**src/design/skt_pkg.sv**
```systemverilog
// shared types and codes for the sorted key table
`default_nettype none
package skt_pkg;
  localparam logic [1:0] CMD_LOOKUP = 2'd0;
  localparam logic [1:0] CMD_INSERT = 2'd1;
  localparam logic [1:0] CMD_DELETE = 2'd2;
  localparam logic [1:0] CMD_CLEAR  = 2'd3;

  localparam logic [2:0] ST_FOUND    = 3'd0;
  localparam logic [2:0] ST_UPDATED  = 3'd1;
  localparam logic [2:0] ST_INSERTED = 3'd2;
  localparam logic [2:0] ST_DELETED  = 3'd3;
  localparam logic [2:0] ST_MISSING  = 3'd4;
  localparam logic [2:0] ST_FULL     = 3'd5;

  localparam int REC_W = 64 + 64 + 18 + 31;

  typedef struct packed {
    logic [1:0]  cmd;
    logic [63:0] key;
    logic [63:0] project_code;
    logic [17:0] hours;
    logic [30:0] salary;
  } req_t;

  typedef struct packed {
    logic [2:0]  status;
    logic [8:0]  position;
    logic [63:0] found_project;
    logic [17:0] found_hours;
    logic [30:0] found_salary;
    logic [9:0]  entry_total;
  } rsp_t;

  // stored record, key first
  typedef struct packed {
    logic [63:0] key;
    logic [63:0] project_code;
    logic [17:0] hours;
    logic [30:0] salary;
  } rec_t;

  // datapath operations issued by the controller
  typedef enum logic [2:0] {
    OP_NONE, OP_LOAD, OP_PROBE, OP_STEP, OP_WRITE_NEW, OP_COPY, OP_FETCH
  } op_t;

  typedef struct packed {
    op_t  op;
    logic rd_en;
  } dp_cmd_t;

  typedef struct packed {
    logic search_done;
    logic hit;
    logic full;
    logic shift_done;
    logic empty;
  } dp_sts_t;
endpackage
`default_nettype wire

```
**src/design/skt_ctrl.sv**
```systemverilog
// sequencer for search, shift and result hand-off
`default_nettype none
module skt_ctrl (
  input  wire logic             clk,
  input  wire logic             rst,
  input  wire logic             in_fire,
  input  wire logic [1:0]       cmd,
  input  wire skt_pkg::dp_sts_t sts,
  input  wire logic             out_fire,
  output skt_pkg::dp_cmd_t      dcmd,
  output logic                  busy,
  output logic                  out_pend,
  output logic [2:0]            status,
  output logic                  zero_data
);
  localparam logic [3:0] S_IDLE  = 4'd0;
  localparam logic [3:0] S_SRCH  = 4'd1;
  localparam logic [3:0] S_RD    = 4'd2;
  localparam logic [3:0] S_LOAD  = 4'd3;
  localparam logic [3:0] S_SHIFT = 4'd4;
  localparam logic [3:0] S_WNEW  = 4'd5;
  localparam logic [3:0] S_DONE  = 4'd6;
  localparam logic [3:0] S_SETTL = 4'd7;
  localparam logic [3:0] S_COPY  = 4'd8;

  logic [3:0] state, state_next;
  logic [1:0] op;
  logic [2:0] status_next;
  logic       zero_next, pend_next;

  assign busy = (state != S_IDLE);

  always_comb begin
    state_next  = state;
    dcmd        = '{op: skt_pkg::OP_NONE, rd_en: 1'b0};
    status_next = status;
    zero_next   = zero_data;
    pend_next   = out_pend;
    if (out_fire) pend_next = 1'b0;
    unique case (state)
      S_IDLE: begin
        if (in_fire) begin
          if (cmd == skt_pkg::CMD_CLEAR) begin
            status_next = skt_pkg::ST_DELETED;
            zero_next   = 1'b1;
            pend_next   = 1'b1;
          end else begin
            state_next = S_SRCH;
          end
        end
      end
      S_SRCH: begin
        dcmd.op = skt_pkg::OP_PROBE;
        state_next = sts.search_done ? S_RD : S_SETTL;
      end
      S_SETTL: begin
        dcmd.op = skt_pkg::OP_STEP;
        state_next = S_SRCH;
      end
      S_RD: begin
        // read at lo
        dcmd.op = skt_pkg::OP_STEP;
        state_next = S_LOAD;
      end
      S_LOAD: begin
        dcmd.op = skt_pkg::OP_LOAD;
        state_next = S_DONE;
      end
      S_DONE: begin
        zero_next = 1'b0;
        if (op == skt_pkg::CMD_LOOKUP) begin
          status_next = sts.hit ? skt_pkg::ST_FOUND : skt_pkg::ST_MISSING;
          zero_next   = !sts.hit;
          pend_next   = 1'b1;
          state_next  = S_IDLE;
        end else if (op == skt_pkg::CMD_DELETE) begin
          if (!sts.hit) begin
            status_next = skt_pkg::ST_MISSING;
            zero_next   = 1'b1;
            pend_next   = 1'b1;
            state_next  = S_IDLE;
          end else begin
            status_next = skt_pkg::ST_DELETED;
            state_next  = S_SHIFT;
          end
        end else if (sts.hit) begin
          status_next = skt_pkg::ST_UPDATED;
          state_next  = S_WNEW;
        end else if (sts.full) begin
          status_next = skt_pkg::ST_FULL;
          zero_next   = 1'b1;
          pend_next   = 1'b1;
          state_next  = S_IDLE;
        end else begin
          status_next = skt_pkg::ST_INSERTED;
          state_next  = S_SHIFT;
        end
      end
      S_SHIFT: begin
        if (sts.shift_done) begin
          if (op == skt_pkg::CMD_DELETE) begin
            dcmd.rd_en = 1'b1;
            pend_next  = 1'b1;
            state_next = S_IDLE;
          end else begin
            state_next = S_WNEW;
          end
        end else begin
          // read the neighbor record; it is written one slot over next cycle
          dcmd.op    = skt_pkg::OP_FETCH;
          state_next = S_COPY;
        end
      end
      S_COPY: begin
        dcmd.op    = skt_pkg::OP_COPY;
        state_next = S_SHIFT;
      end
      default: begin
        state_next = S_IDLE;
      end
    endcase
    if (state == S_WNEW) begin
      dcmd.op    = skt_pkg::OP_WRITE_NEW;
      pend_next  = 1'b1;
      state_next = S_IDLE;
    end
  end

  always_ff @(posedge clk) begin
    if (rst) begin
      state    <= S_IDLE;
      out_pend <= 1'b0;
    end else begin
      state    <= state_next;
      out_pend <= pend_next;
    end
    if (in_fire) op <= cmd;
    status    <= status_next;
    zero_data <= zero_next;
  end
endmodule
`default_nettype wire

```
**config.mk**
```make
export PLATFORM = sky130hd
export DESIGN_NAME = skt_ctrl
export DESIGN_NICKNAME = d
export VERILOG_FILES = /design/src/design/skt_pkg.sv /design/src/design/skt_ctrl.sv
export SDC_FILE = /design/constraint.sdc
export NUM_CORES = 1
export LEC_CHECK = 0
export ABC_AREA = 0
export BUFFER_PORTS_ARGS = -buffer_cell sky130_fd_sc_hd__buf_2
export CORE_MARGIN = 10
export CORE_UTILIZATION = 48
export CTS_CLUSTER_DIAMETER = 30
export DETAILED_ROUTE_END_ITERATION = 8
export GPL_TIMING_DRIVEN = 0
export PLACE_DENSITY = 0.87
export SYNTH_ARGS = -nofsm -noshare
export SYNTH_HDL_FRONTEND = slang
export SYNTH_SLANG_ARGS = --single-unit
```
**constraint.sdc**
```tcl
create_clock -name clk -period 1.85 [get_ports clk]
set_clock_uncertainty 0.2 [all_clocks]
set_input_delay 0.2775 -clock clk [delete_from_list [all_inputs] [get_ports clk]]
set_output_delay 0.2775 -clock clk [all_outputs]
set_load 0.02 [all_outputs]
```
==> qor.txt <==
Switch Pwr = 0.323 mW
dominant synthesized flop cell = edfxtp_1
row count = 13
Synthesis Warnings = 0
Slowest Stage Delay on Critical Path = 320 ps
worst-path fanout max = 6
hpwl dp = 1220 µm
cell-internal power = 0.523 mW
Final WS setup = -78.3 ps
WHS = 8.65 ps
sequential fraction of the synthesis area = 43.0%
Yosys reg bits = 11
Cells after DPL = 108
Total Power Consumption = 0.846 mW
Worst VDD drop = 0.000623 V
sequential power share = 36.9%
GRT Overall Usage = 10.6%
pre-CTS setup slack = 80.2 ps
kind of end point of the critical path = output pin
vias = 655
mapped cell area = 652 µm²
vias per cell = 5.65
CP Data Required Time = 1370 ps
chip height = 56.9 µm
DRT iter0 DRCs = 18
Power Dens Cells = 981 nW/µm²
clock network power share = 19.5%
CP delay by family, top = buffers and inverters
IO buf count = 19
fmax = 519 MHz
Least-Margin Pin Slew = 362 ps
Die W = 56.9 µm
routed wire length = 1690 µm
final setup fails = 3
Worst EP arrival = 1450 ps
Mean Syn Cell Area = 8.81 µm²
Yosys cell types = 29
post-route insts no fill = 116
fin crit period = 1930 ps
RD Place Congestion = 0.992
I/O pin count = 21
CTS clock-pin slew for the worst setup and hold paths = 70 ps
CTS tree = yes
Post-synth EDFFs = 6
clk_lat worst skew = 280 ps
final instance area = 862 µm²
critical path class = reg2out
status = finished, violations left
Syn Inst Count = 74
Critical Path Start Type = register
global-route wire length before repair = 2780 µm
Hold Crit Class = in2reg
Nets = 113
top cells by area, synth = edfxtp_1 28%, dfxtp_1 15%, a21oi_1 5.4%
top cell type's share of synthesized area = 27.6%
Synth area leader = edfxtp_1
layout cell share with drive strength beyond 1 = 36.6%
initial antenna violation count = 0
RSZ-0062 raised after global routing = true
Slew headroom = 75.7%
core region area = 1280 µm²
clock sinks = 11
Hold Fails Final Rpt = 0
# diodes = 0
CTS H-Tree Depth = 1
Clk Tree Root Cell = clkbuf_4
Sw Share = 38.1%
first drt pass iteration count = 4
CP cell instances = buf_6, nand2b_4, o21ai_1, nor2_1, a311oi_1, buf_2
Remaining Overflow, GRT = 0
largest net degree at the start of global routing = 11
most frequent cell after synthesis = nand2_1
DR WL/cell = 14.5 µm
Starting Density = 50.7%
Critical-path top delay cell = dfxtp_2
Max clock buf depth = 2
area added between synthesis and finish = 32.2%
Die ar. = 3230 µm²
Slew Viols, Final = 0
vias in the first global route = 657
Num CTS Buffers = 3
max-cap viol count = 0
DRC viols = 0
combinational power share = 43.6%
DP Area = 766 µm²
CP Buf/Inv Count = 2
leakage = 0.344 nW
ANT nets after route = 0
failing checks = setup timing
Post-synth top cells = 8 x nand2_1, 7 x a21oi_1, 7 x o21ai_0, 6 x edfxtp_1, 6 x nor2_1
Final period util = 104%
syn_nets = 85
ys async rst share = 0%
worst reg2reg max path: stages, from the launching register on:
cell     delay [ps]
dfxtp_2         320
buf_6           130
buf_4           150
nor2_4          110
nand2_1          90
o21ai_1         330
worst paths after layout:
| path | cells after the start | start | end | slack [ps] |
|---|---|---|---|---|
| worst min-delay path | 2 | sts[1] | state[3]$_SDFFE_PP0P_ | 9 |
| worst max-delay path | 6 | state[0]$_SDFFE_PP0P_ | dcmd[2] | -80 |
| worst max register to register | 5 | state[0]$_SDFFE_PP0P_ | status[2]$_SDFFCE_PN0P_ | 180 |
| worst min register to register | 2 | out_pend$_SDFF_PP0_ | out_pend$_SDFF_PP0_ | 350 |
power by group through the flow:
stage          logic (mW)  clock network, mW  registers, mW
2_1_floorplan       0.225                  0          0.312
3_3_place_gp        0.309                  0          0.312
3_5_place_dp        0.313                  0          0.312
4_1_cts             0.346              0.167          0.309
5_1_grt             0.396              0.185          0.315
6_report            0.369              0.165          0.312
area by class of cell:
cell class                 instances  area (µm²)
multi-input combinational         57         357
buffer                             3        27.5
inverter                           3        11.3
sequential                        11         284
clock buffer                       4        26.3
timing repair buffer              23         138
tap                               15        18.8
fill                             105         423
timing repair:
item,4_1_cts,5_1_grt
pin swaps,2,0
hold endpoints to repair,1,2
setup endpoints to repair,3,8
hold buffers,1,2
gates resized for setup,7,5
setup buffers,1,0
flip-flops by register name, summed over array words and instances, names as in the netlist:
signal	flops
status	3
out_pend	1
state	4
zero_data	1
op	2
cell usage in the layout, fill, tap and decap left out, drive strengths merged, types with 2 or more instances in the layout:
master       netlist  routed
o21ai              9       9
dfxtp              5       5
edfxtp             6       6
clkbuf             0       4
a221o              2       2
nand2              8       8
buf                3      23
nor2               8       8
inv                3       3
nor3               2       2
dlygate4sd3        0       3
nand2b             3       3
nand3              3       3
a21oi              7       7
nor2b              4       4
through the flow:
stage	TNS (ps)	utilization [%]
after global placement	0	59.6
final	-89.3	67.1
after global routing	-404	67.1
after detailed placement	0	59.6
after floorplan	0	-
after CTS	-74.2	64.8
logic make-up (layout without fill, tap and decap cells):
group           count (synthesis)  in the layout  share of synthesized area [%]
simple gates                   34             34                           29.8
compound gates                 23             23                           21.3
flops                          11             11                           43.0
buf+inv                         6             33                           5.95
per-layer routing:
layer / share of wire [%] / track usage (%) / vias up / wire length, µm
met5: 0 / 0 / - / 0
met4: 1.2 / 3.69 / 0 / 21
met3: 8.8 / 5.62 / 5 / 149
met2: 51 / 18.7 / 21 / 860
met1: 39 / 10.2 / 303 / 655
li1: - / - / 326 / -
(Power assumes the default switching activity.)
